==> config.mk <==
export PLATFORM = sky130hd
export DESIGN_NAME = single_server_event_queue_step
export DESIGN_NICKNAME = d
export VERILOG_FILES = /design/src/rtl/sseq_pkg.sv /design/src/rtl/sseq_cell.sv /design/src/rtl/single_server_event_queue_step.sv
export SDC_FILE = /design/constraint.sdc
export NUM_CORES = 2
export LEC_CHECK = 0
export BUFFER_PORTS_ARGS = -buffer_cell sky130_fd_sc_hd__buf_2
export CAP_MARGIN = 20
export CORE_MARGIN = 2
export CORE_UTILIZATION = 51
export DETAILED_ROUTE_END_ITERATION = 8
export MAX_ROUTING_LAYER = met4
export PLACE_DENSITY = 0.78
export SYNTH_ARGS = -nofsm -noshare
export SYNTH_HDL_FRONTEND = slang
export SYNTH_HIERARCHICAL = 1
export SYNTH_SLANG_ARGS = --single-unit
==> constraint.sdc <==
create_clock -name clk -period 11.1 [get_ports clk]
set_input_delay 1.11 -clock clk [delete_from_list [all_inputs] [get_ports clk]]
set_output_delay 1.11 -clock clk [all_outputs]
set_load 0.1 [all_outputs]
==> src/rtl/sseq_pkg.sv <==
// shared types and constants for the single-server event queue step block
// no dependencies; imported by sseq_cell and single_server_event_queue_step
package sseq_pkg;

    // event kinds held in the store and reported per transaction
    localparam logic KIND_ARR = 1'b1;
    localparam logic KIND_DEP = 1'b0;

    // request codes on req_type
    localparam logic REQ_START = 1'b0;
    localparam logic REQ_STEP  = 1'b1;

    // result status codes
    localparam logic [1:0] STAT_OK    = 2'd0;
    localparam logic [1:0] STAT_EMPTY = 2'd1;
    localparam logic [1:0] STAT_OVF   = 2'd2;

    // reset value of the finish limit register
    localparam logic [15:0] FINISH_RESET = 16'd10000;

    // saturation limits of the statistics
    localparam logic [47:0] ACC_MAX = 48'hFFFF_FFFF_FFFF;
    localparam logic [15:0] CNT_MAX = 16'hFFFF;

    // command applied to every cell of the sorted chain
    typedef enum logic [1:0] {
        CELL_NOP,
        CELL_CLEAR,
        CELL_POP,
        CELL_INSERT
    } cell_op_t;

    typedef struct packed {
        cell_op_t op;
        logic     kind;
    } cell_ctl_t;

    // sequencer states
    typedef enum logic [2:0] {
        ST_IDLE,
        ST_EXEC,
        ST_INS_A,
        ST_INS_B,
        ST_RESULT
    } seq_state_t;

endpackage

==> src/rtl/sseq_cell.sv <==
// one slot of the time-sorted event chain: holds kind and time of one event
// depends on sseq_pkg for the cell command struct
module sseq_cell #(
    parameter int TIME_BITS = 48
) (
    input  logic                 clk,
    input  logic                 rst_n,
    input  sseq_pkg::cell_ctl_t  ctl,
    input  logic [TIME_BITS-1:0] ins_time,
    input  logic                 left_stays,
    input  logic                 left_valid,
    input  logic                 left_kind,
    input  logic [TIME_BITS-1:0] left_time,
    input  logic                 right_valid,
    input  logic                 right_kind,
    input  logic [TIME_BITS-1:0] right_time,
    output logic                 valid,
    output logic                 kind,
    output logic [TIME_BITS-1:0] evt_time,
    output logic                 stays
);
    import sseq_pkg::*;

    logic                 valid_reg;
    logic                 kind_reg;
    logic [TIME_BITS-1:0] time_reg;

    // entry keeps its place on insert when it is not later than the new event
    assign stays    = valid_reg && (time_reg <= ins_time);
    assign valid    = valid_reg;
    assign kind     = kind_reg;
    assign evt_time = time_reg;

    // occupancy
    always_ff @(posedge clk or negedge rst_n)
    begin
        if (!rst_n)
        begin
            valid_reg <= 1'b0;
        end
        else
        begin
            unique case (ctl.op)
                CELL_NOP:
                begin
                    valid_reg <= valid_reg;
                end
                CELL_CLEAR:
                begin
                    valid_reg <= 1'b0;
                end
                CELL_POP:
                begin
                    valid_reg <= right_valid;
                end
                CELL_INSERT:
                begin
                    if (!stays)
                    begin
                        valid_reg <= left_stays ? 1'b1 : left_valid;
                    end
                end
            endcase
        end
    end

    // payload: shift toward head on pop, open a gap on insert
    always_ff @(posedge clk)
    begin
        unique case (ctl.op)
            CELL_NOP, CELL_CLEAR:
            begin
                kind_reg <= kind_reg;
            end
            CELL_POP:
            begin
                kind_reg <= right_kind;
                time_reg <= right_time;
            end
            CELL_INSERT:
            begin
                if (!stays)
                begin
                    if (left_stays)
                    begin
                        kind_reg <= ctl.kind;
                        time_reg <= ins_time;
                    end
                    else
                    begin
                        kind_reg <= left_kind;
                        time_reg <= left_time;
                    end
                end
            end
        endcase
    end

endmodule

==> src/rtl/single_server_event_queue_step.sv <==
// top level of the single-server queue step engine with its sorted event chain
// depends on sseq_pkg and sseq_cell
//
//  channel  handshake             payload
//  in       in_valid / in_stall   req_type, gap_draw, service_draw
//  out      out_valid / out_stall event_kind .. status (one result per transaction)
//  cfg      cfg_wr_en             cfg_wr_data (finish limit)
//
// A transaction passes through the accept cycle, the pop and statistics update, the
// insert states ST_INS_A and ST_INS_B on the cell chain and the result register load.
// The result is valid from that load on; the next transaction is accepted back in
// idle. The insert states are set by the chain taking one event a cycle.
// Reset empties the chain and clears all statistics; the finish limit returns to 10000.
// A new transaction is accepted while the previous result still waits; it holds
// before the result load until the output register is free.
module single_server_event_queue_step #(
    parameter int EVENT_SLOTS = 4,
    parameter int TIME_BITS   = 48
) (
    input  logic        clk,
    input  logic        rst_n,
    input  logic        in_valid,
    output logic        in_stall,
    input  logic        req_type,
    input  logic [31:0] gap_draw,
    input  logic [31:0] service_draw,
    output logic        out_valid,
    input  logic        out_stall,
    output logic        event_kind,
    output logic [47:0] event_time,
    output logic [15:0] ready_count,
    output logic [15:0] finished_count,
    output logic [47:0] idle_total,
    output logic [47:0] waiting_sum,
    output logic        server_free,
    output logic        done_res,
    output logic [1:0]  status,
    input  logic        cfg_wr_en,
    input  logic [15:0] cfg_wr_data
);
    import sseq_pkg::*;

    localparam int SUM_W = ((TIME_BITS > 48) ? TIME_BITS : 48) + 1;

    seq_state_t state_reg, state_next;

    // latched request
    logic                 req_reg;
    logic [31:0]          gap_reg;
    logic [31:0]          serv_reg;

    // simulation state
    logic [15:0]          limit_reg;
    logic [TIME_BITS-1:0] clock_reg;
    logic                 srv_idle_reg;
    logic [15:0]          waiting_reg;
    logic [15:0]          completed_reg;
    logic [47:0]          idle_reg;
    logic [47:0]          wait_reg;

    // per-transaction work registers
    logic                 kind_reg;
    logic [1:0]           status_reg;
    logic [TIME_BITS-1:0] elapsed_reg;
    logic                 acc_idle_reg;
    logic                 ins_a_vld_reg;
    logic                 ins_a_kind_reg;
    logic [TIME_BITS-1:0] ins_a_time_reg;
    logic                 ins_b_vld_reg;
    logic                 ins_b_kind_reg;
    logic [TIME_BITS-1:0] ins_b_time_reg;

    // result register
    logic                 out_valid_reg;
    logic                 res_kind_reg;
    logic [47:0]          res_time_reg;
    logic [15:0]          res_ready_reg;
    logic [15:0]          res_fin_reg;
    logic [47:0]          res_idle_reg;
    logic [47:0]          res_wait_reg;
    logic                 res_free_reg;
    logic                 res_done_reg;
    logic [1:0]           res_status_reg;

    // chain signals
    cell_ctl_t            cell_ctl;
    logic [TIME_BITS-1:0] cell_ins_time;
    logic                 c_valid [EVENT_SLOTS];
    logic                 c_kind  [EVENT_SLOTS];
    logic [TIME_BITS-1:0] c_time  [EVENT_SLOTS];
    logic                 c_stays [EVENT_SLOTS];

    logic                 chain_full;
    logic                 chain_empty;
    logic [TIME_BITS-1:0] head_time;
    logic                 head_kind;
    logic [TIME_BITS:0]   head_plus_serv;
    logic [TIME_BITS:0]   head_plus_gap;
    logic [TIME_BITS-1:0] dep_time;
    logic [TIME_BITS-1:0] arr_time;
    logic [SUM_W-1:0]     idle_sum;
    logic [48:0]          wait_sum;
    logic                 res_load;
    logic                 ins_active;
    logic                 ins_kind;
    logic [TIME_BITS-1:0] ins_time;

    assign in_stall    = (state_reg != ST_IDLE);
    assign chain_full  = c_valid[EVENT_SLOTS-1];
    assign chain_empty = !c_valid[0];
    assign head_time   = c_time[0];
    assign head_kind   = c_kind[0];

    // saturating event times from the head time
    assign head_plus_serv = {1'b0, head_time} + (TIME_BITS+1)'(serv_reg);
    assign head_plus_gap  = {1'b0, head_time} + (TIME_BITS+1)'(gap_reg);
    assign dep_time = head_plus_serv[TIME_BITS] ? {TIME_BITS{1'b1}}
                                                : head_plus_serv[TIME_BITS-1:0];
    assign arr_time = head_plus_gap[TIME_BITS] ? {TIME_BITS{1'b1}}
                                               : head_plus_gap[TIME_BITS-1:0];

    // statistic sums before saturation
    assign idle_sum = SUM_W'(idle_reg) + SUM_W'(elapsed_reg);
    assign wait_sum = {1'b0, wait_reg} + 49'(waiting_reg);

    // sorted event chain
    for (genvar i = 0; i < EVENT_SLOTS; i++)
    begin : g_cell
        logic                 l_stays;
        logic                 l_valid;
        logic                 l_kind;
        logic [TIME_BITS-1:0] l_time;
        logic                 r_valid;
        logic                 r_kind;
        logic [TIME_BITS-1:0] r_time;

        if (i == 0)
        begin : g_head
            assign l_stays = 1'b1;
            assign l_valid = 1'b0;
            assign l_kind  = KIND_DEP;
            assign l_time  = '0;
        end
        else
        begin : g_body
            assign l_stays = c_stays[i-1];
            assign l_valid = c_valid[i-1];
            assign l_kind  = c_kind[i-1];
            assign l_time  = c_time[i-1];
        end

        if (i == EVENT_SLOTS-1)
        begin : g_tail
            assign r_valid = 1'b0;
            assign r_kind  = KIND_DEP;
            assign r_time  = '0;
        end
        else
        begin : g_inner
            assign r_valid = c_valid[i+1];
            assign r_kind  = c_kind[i+1];
            assign r_time  = c_time[i+1];
        end

        sseq_cell #(
            .TIME_BITS (TIME_BITS)
        ) u_cell (
            .clk         (clk),
            .rst_n       (rst_n),
            .ctl         (cell_ctl),
            .ins_time    (cell_ins_time),
            .left_stays  (l_stays),
            .left_valid  (l_valid),
            .left_kind   (l_kind),
            .left_time   (l_time),
            .right_valid (r_valid),
            .right_kind  (r_kind),
            .right_time  (r_time),
            .valid       (c_valid[i]),
            .kind        (c_kind[i]),
            .evt_time    (c_time[i]),
            .stays       (c_stays[i])
        );
    end

    // next state
    always_comb
    begin
        state_next = state_reg;
        unique case (state_reg)
            ST_IDLE:
            begin
                if (in_valid)
                begin
                    state_next = ST_EXEC;
                end
            end
            ST_EXEC:   state_next = ST_INS_A;
            ST_INS_A:  state_next = ST_INS_B;
            ST_INS_B:  state_next = ST_RESULT;
            ST_RESULT:
            begin
                if (!out_valid_reg || !out_stall)
                begin
                    state_next = ST_IDLE;
                end
            end
            default:   state_next = ST_IDLE;
        endcase
    end

    // chain command and strobes per state
    always_comb
    begin
        cell_ctl      = '{op: CELL_NOP, kind: KIND_DEP};
        cell_ins_time = ins_a_time_reg;
        ins_active    = 1'b0;
        ins_kind      = ins_a_kind_reg;
        ins_time      = ins_a_time_reg;
        res_load      = 1'b0;
        unique case (state_reg)
            ST_EXEC:
            begin
                if (req_reg == REQ_START)
                begin
                    cell_ctl.op = CELL_CLEAR;
                end
                else if (!chain_empty)
                begin
                    cell_ctl.op = CELL_POP;
                end
            end
            ST_INS_A:
            begin
                ins_active = ins_a_vld_reg;
            end
            ST_INS_B:
            begin
                ins_active = ins_b_vld_reg;
                ins_kind   = ins_b_kind_reg;
                ins_time   = ins_b_time_reg;
            end
            ST_RESULT:
            begin
                res_load = !out_valid_reg || !out_stall;
            end
            default:
            begin
                cell_ctl.op = CELL_NOP;
            end
        endcase
        if (ins_active && !chain_full)
        begin
            cell_ctl.op   = CELL_INSERT;
            cell_ctl.kind = ins_kind;
            cell_ins_time = ins_time;
        end
    end

    // control registers
    always_ff @(posedge clk or negedge rst_n)
    begin
        if (!rst_n)
        begin
            state_reg     <= ST_IDLE;
            out_valid_reg <= 1'b0;
            limit_reg     <= FINISH_RESET;
            clock_reg     <= '0;
            srv_idle_reg  <= 1'b1;
            waiting_reg   <= '0;
            completed_reg <= '0;
            idle_reg      <= '0;
            wait_reg      <= '0;
        end
        else
        begin
            state_reg <= state_next;

            // output transaction handshake
            if (res_load)
            begin
                out_valid_reg <= 1'b1;
            end
            else if (!out_stall)
            begin
                out_valid_reg <= 1'b0;
            end

            // finish limit register
            if (cfg_wr_en)
            begin
                limit_reg <= cfg_wr_data;
            end

            // start clears, step pops and updates statistics
            if (state_reg == ST_EXEC)
            begin
                if (req_reg == REQ_START)
                begin
                    clock_reg     <= '0;
                    srv_idle_reg  <= 1'b1;
                    waiting_reg   <= '0;
                    completed_reg <= '0;
                    idle_reg      <= '0;
                    wait_reg      <= '0;
                end
                else if (!chain_empty)
                begin
                    clock_reg <= head_time;
                    wait_reg  <= wait_sum[48] ? ACC_MAX : wait_sum[47:0];
                    if (head_kind == KIND_ARR)
                    begin
                        if (srv_idle_reg)
                        begin
                            srv_idle_reg <= 1'b0;
                        end
                        else if (waiting_reg != CNT_MAX)
                        begin
                            waiting_reg <= waiting_reg + 16'd1;
                        end
                    end
                    else
                    begin
                        if (waiting_reg == '0)
                        begin
                            srv_idle_reg <= 1'b1;
                        end
                        else
                        begin
                            waiting_reg <= waiting_reg - 16'd1;
                        end
                        if (completed_reg != CNT_MAX)
                        begin
                            completed_reg <= completed_reg + 16'd1;
                        end
                    end
                end
            end

            // idle time accumulation in the cycle after the pop
            if (state_reg == ST_INS_A && acc_idle_reg)
            begin
                idle_reg <= (idle_sum > SUM_W'(ACC_MAX)) ? ACC_MAX : idle_sum[47:0];
            end
        end
    end

    // work and payload registers
    always_ff @(posedge clk)
    begin
        // latch the input transaction
        if (state_reg == ST_IDLE && in_valid)
        begin
            req_reg  <= req_type;
            gap_reg  <= gap_draw;
            serv_reg <= service_draw;
        end

        // plan the inserts of this transaction
        if (state_reg == ST_EXEC)
        begin
            acc_idle_reg  <= 1'b0;
            ins_a_vld_reg <= 1'b0;
            ins_b_vld_reg <= 1'b0;
            status_reg    <= STAT_OK;
            if (req_reg == REQ_START)
            begin
                kind_reg       <= KIND_ARR;
                ins_a_vld_reg  <= 1'b1;
                ins_a_kind_reg <= KIND_ARR;
                ins_a_time_reg <= TIME_BITS'(gap_reg);
            end
            else if (chain_empty)
            begin
                kind_reg   <= KIND_DEP;
                status_reg <= STAT_EMPTY;
            end
            else
            begin
                kind_reg     <= head_kind;
                acc_idle_reg <= srv_idle_reg;
                elapsed_reg  <= (head_time > clock_reg) ? head_time - clock_reg : '0;
                if (head_kind == KIND_ARR)
                begin
                    ins_a_vld_reg <= 1'b1;
                    if (srv_idle_reg)
                    begin
                        ins_a_kind_reg <= KIND_DEP;
                        ins_a_time_reg <= dep_time;
                        ins_b_vld_reg  <= 1'b1;
                        ins_b_kind_reg <= KIND_ARR;
                        ins_b_time_reg <= arr_time;
                    end
                    else
                    begin
                        ins_a_kind_reg <= KIND_ARR;
                        ins_a_time_reg <= arr_time;
                    end
                end
                else if (waiting_reg != '0)
                begin
                    ins_a_vld_reg  <= 1'b1;
                    ins_a_kind_reg <= KIND_DEP;
                    ins_a_time_reg <= dep_time;
                end
            end
        end

        // dropped insert on a full chain
        if (ins_active && chain_full)
        begin
            status_reg <= STAT_OVF;
        end

        // result snapshot
        if (res_load)
        begin
            res_kind_reg   <= kind_reg;
            res_time_reg   <= 48'(clock_reg);
            res_ready_reg  <= waiting_reg;
            res_fin_reg    <= completed_reg;
            res_idle_reg   <= idle_reg;
            res_wait_reg   <= wait_reg;
            res_free_reg   <= srv_idle_reg;
            res_done_reg   <= (completed_reg >= limit_reg);
            res_status_reg <= status_reg;
        end
    end

    // result ports
    assign out_valid      = out_valid_reg;
    assign event_kind     = res_kind_reg;
    assign event_time     = res_time_reg;
    assign ready_count    = res_ready_reg;
    assign finished_count = res_fin_reg;
    assign idle_total     = res_idle_reg;
    assign waiting_sum    = res_wait_reg;
    assign server_free    = res_free_reg;
    assign done_res       = res_done_reg;
    assign status         = res_status_reg;

endmodule
==> results_dict.tcl <==
set metrics [dict create \
    status "finished clean" \
    ant_nets 0 \
    cts_sinks 794 \
    largest_reg_flops 192 \
    maxCapViolations 0 \
    gr-total-overflow 0 \
    synth_top_area_cell "edfxtp_1" \
    gp_routability_congestion 0.990 \
    end_kind "register" \
    cts_resized 0 \
    powerDensity_nw_per_um2 302 \
    numPortBuffers 268 \
    synth_ff_type "edfxtp_1" \
    cp_max_fo 48 \
    setup_viol 0 \
    cts_tree "yes" \
    synth_top_cell_area_share 0.365 \
    ys_seq_area_frac 0.469 \
    synth-seq-cells 794 \
    core_area_um2 94700 \
    die_w_um 313 \
    holdBufCountCts 0 \
    cts_max_level 3 \
    synth_cell_types 111 \
    slew_headroom 0.225 \
    hold_viol_final 0 \
    drive_gt1_frac 0.126 \
    post_cts_buffers 0 \
    syn_area_um2 48700 \
    drtIter0Drc 4524 \
    clk_latency_ns 0.69 \
    clockRootBuffer "clkbuf_16" \
    hold_path_depth 0 \
    rows 113 \
    grt_pass1_vias 37200 \
    place_area_um2 51700 \
    dp_hpwl_um 100000 \
    yosys.cell_count.top_type "edfxtp_1" \
    synth_area_leaders "edfxtp_1 (36%), ha_1 (10%), dfrtp_1 (10%), a21oi_1 (5.1%), mux2i_1 (4.1%)" \
    yosys-top-cells-count "edfxtp_1 (591), a21oi_1 (500), nor2_1 (421)" \
    finalCritPeriodShare 0.578 \
    cp.required_ns 11.41 \
    grt_max_degree 99 \
    grt_pass1_wl_um 217000 \
    cp.arrival_ns 6.73 \
    die_h_um 313 \
    hp-class "register to register" \
    cts_made_buffers 86 \
    fin_skew_ns 0.0263 \
    max-clock-path-buffers 3 \
    max_freq_ghz 0.156 \
    fin_setup_tns_ns 0 \
    report.final.slew_viol_count 0 \
    antenna_found_initial 12 \
    tightest_slew_ns 1.16 \
    fin_crit_ns 6.42 \
    critPathKind "register to register" \
    viasPerCell 6.11 \
    rsz0062_at_grt "false" \
    grt_use_total 0.294 \
    wirelength_um 144000 \
    num_vias 39400 \
    io_pins 269 \
    synth-edff-count 591 \
    fillers 7859 \
    start_util 0.514 \
    critPathLaunchType "register" \
    drc 0 \
    peakVddDrop_mv 0.161 \
    nNetsFinal 5586 \
    area_delta_synth_final_pct 12.4 \
    wl_per_cell_um 22.3 \
    clk_pin_slew_worst_paths_ns 0.06 \
    avgSynthCellArea_um2 10.2 \
    reg2reg_depth 15 \
    stdcell_area_um2 54700 \
    yosysWarnings 6 \
    dr.pass1.iters 6 \
    dieArea_um2 97900 \
    power.leakage_nw 22.6 \
    async_reset_ff_frac 0.253 \
    netlist_instances 4786 \
]
==> kinds of logic (layout without fill, tap and decap cells) <==
kind of cell    after synthesis  count (layout)  share of synthesized area
xor+xnor                    170             170                     0.0306
fa+ha+maj                   405             405                      0.105
buf+inv                     539             818                     0.0431
other cells                   2             115                   0.000154
compound gates             1352            1352                      0.176
flops                       794             794                      0.469
simple gates               1262            1262                      0.121
mux                         262             262                     0.0555
==> final cells by class <==
type / count / area [µm²] / area share
Sequential cell: 794 / 22800 / 0.417
Timing Repair Buffer: 323 / 1800 / 0.0328
Clock buffer: 107 / 2310 / 0.0423
Inverter: 338 / 1270 / 0.0232
Antenna cell: 14 / 35.0 / 0.000641
Tap cell: 1265 / 1580 / 0.0289
Clock inverter: 50 / 574 / 0.0105
Multi-Input combinational cell: 3552 / 24300 / 0.444
==> power by group <==
group	switching (mW)	internal (mW)	leakage, nW
Sequential	0.728	4.37	8.14
Combinational	5.50	2.93	13.1
Clock	1.25	1.72	1.40
Total	7.47	9.02	22.6
==> placed cells by master, fill, tap and decap left out, drive strengths merged, types with 29 or more instances in the layout <==
cell type / instances
xnor2: 91
dfrtp: 195
nand2: 376
buf: 322
a211oi: 47
o21ai: 299
edfxtp: 591
nor3: 63
nand3: 85
and3: 30
mux2i: 200
nand4: 83
o31ai: 29
xor2: 79
clkbuf: 108
nand2b: 38
inv: 343
ha: 399
a31oi: 55
a21oi: 503
mux2: 62
nor2: 421
a21o: 121
conb: 101
o21a: 29
==> critical path, stage by stage, from the launching register on <==
cell and delay (ns):
dfrtp_1 0.43, nor2b_1 0.29, nor2b_1 0.28, nand2b_1 0.15, or2_4 0.27, buf_4 0.39
mux2_2 0.47, inv_1 0.07, ha_1 0.32, nand4_1 0.18, nor4_1 1.00, o211ai_1 0.19
a31oi_1 0.34, a211oi_4 0.09, a21boi_4 0.89, buf_4 0.60
==> routing by layer <==
layer | vias to the layer above | wire length [µm] | GRT usage
met5 | - | 0 | -
met4 | 0 | 6550 | 0.138
met3 | 369 | 15300 | 0.0609
met2 | 2007 | 64000 | 0.437
met1 | 18800 | 57700 | 0.385
li1 | 18200 | - | -
==> final timing paths <==
path                         startpoint                             to  slack [ns]
max                        state_reg[1]  g_cell[0].u_cell/evt_time[42]        4.68
min                            kind_reg                     event_kind        0.44
max reg2reg                state_reg[1]  g_cell[0].u_cell/evt_time[42]        4.68
min reg2reg                    kind_reg                     event_kind        0.44
max in group asynchronous         rst_n                  limit_reg[14]        9.29
min in group asynchronous         rst_n                   wait_reg[31]        0.54
==> per-stage QoR <==
| stage | setup slack, ns | util | hold WS (ns) | instances | total power, mW |
|---|---|---|---|---|---|
| floorplan | 0.497 | - | 0.400 | 4885 | 11.1 |
| global placement | 5.14 | 0.546 | 0.413 | 6270 | 13.1 |
| detailed placement | 4.94 | 0.546 | 0.426 | 6270 | 13.3 |
| CTS | 4.91 | 0.576 | 0.429 | 6427 | 16.3 |
| global route | 4.63 | 0.577 | 0.438 | 6441 | 17.4 |
| finish | 4.68 | 0.577 | 0.437 | 6443 | 16.5 |
No activity file was read; power rests on OpenSTA's default activity.
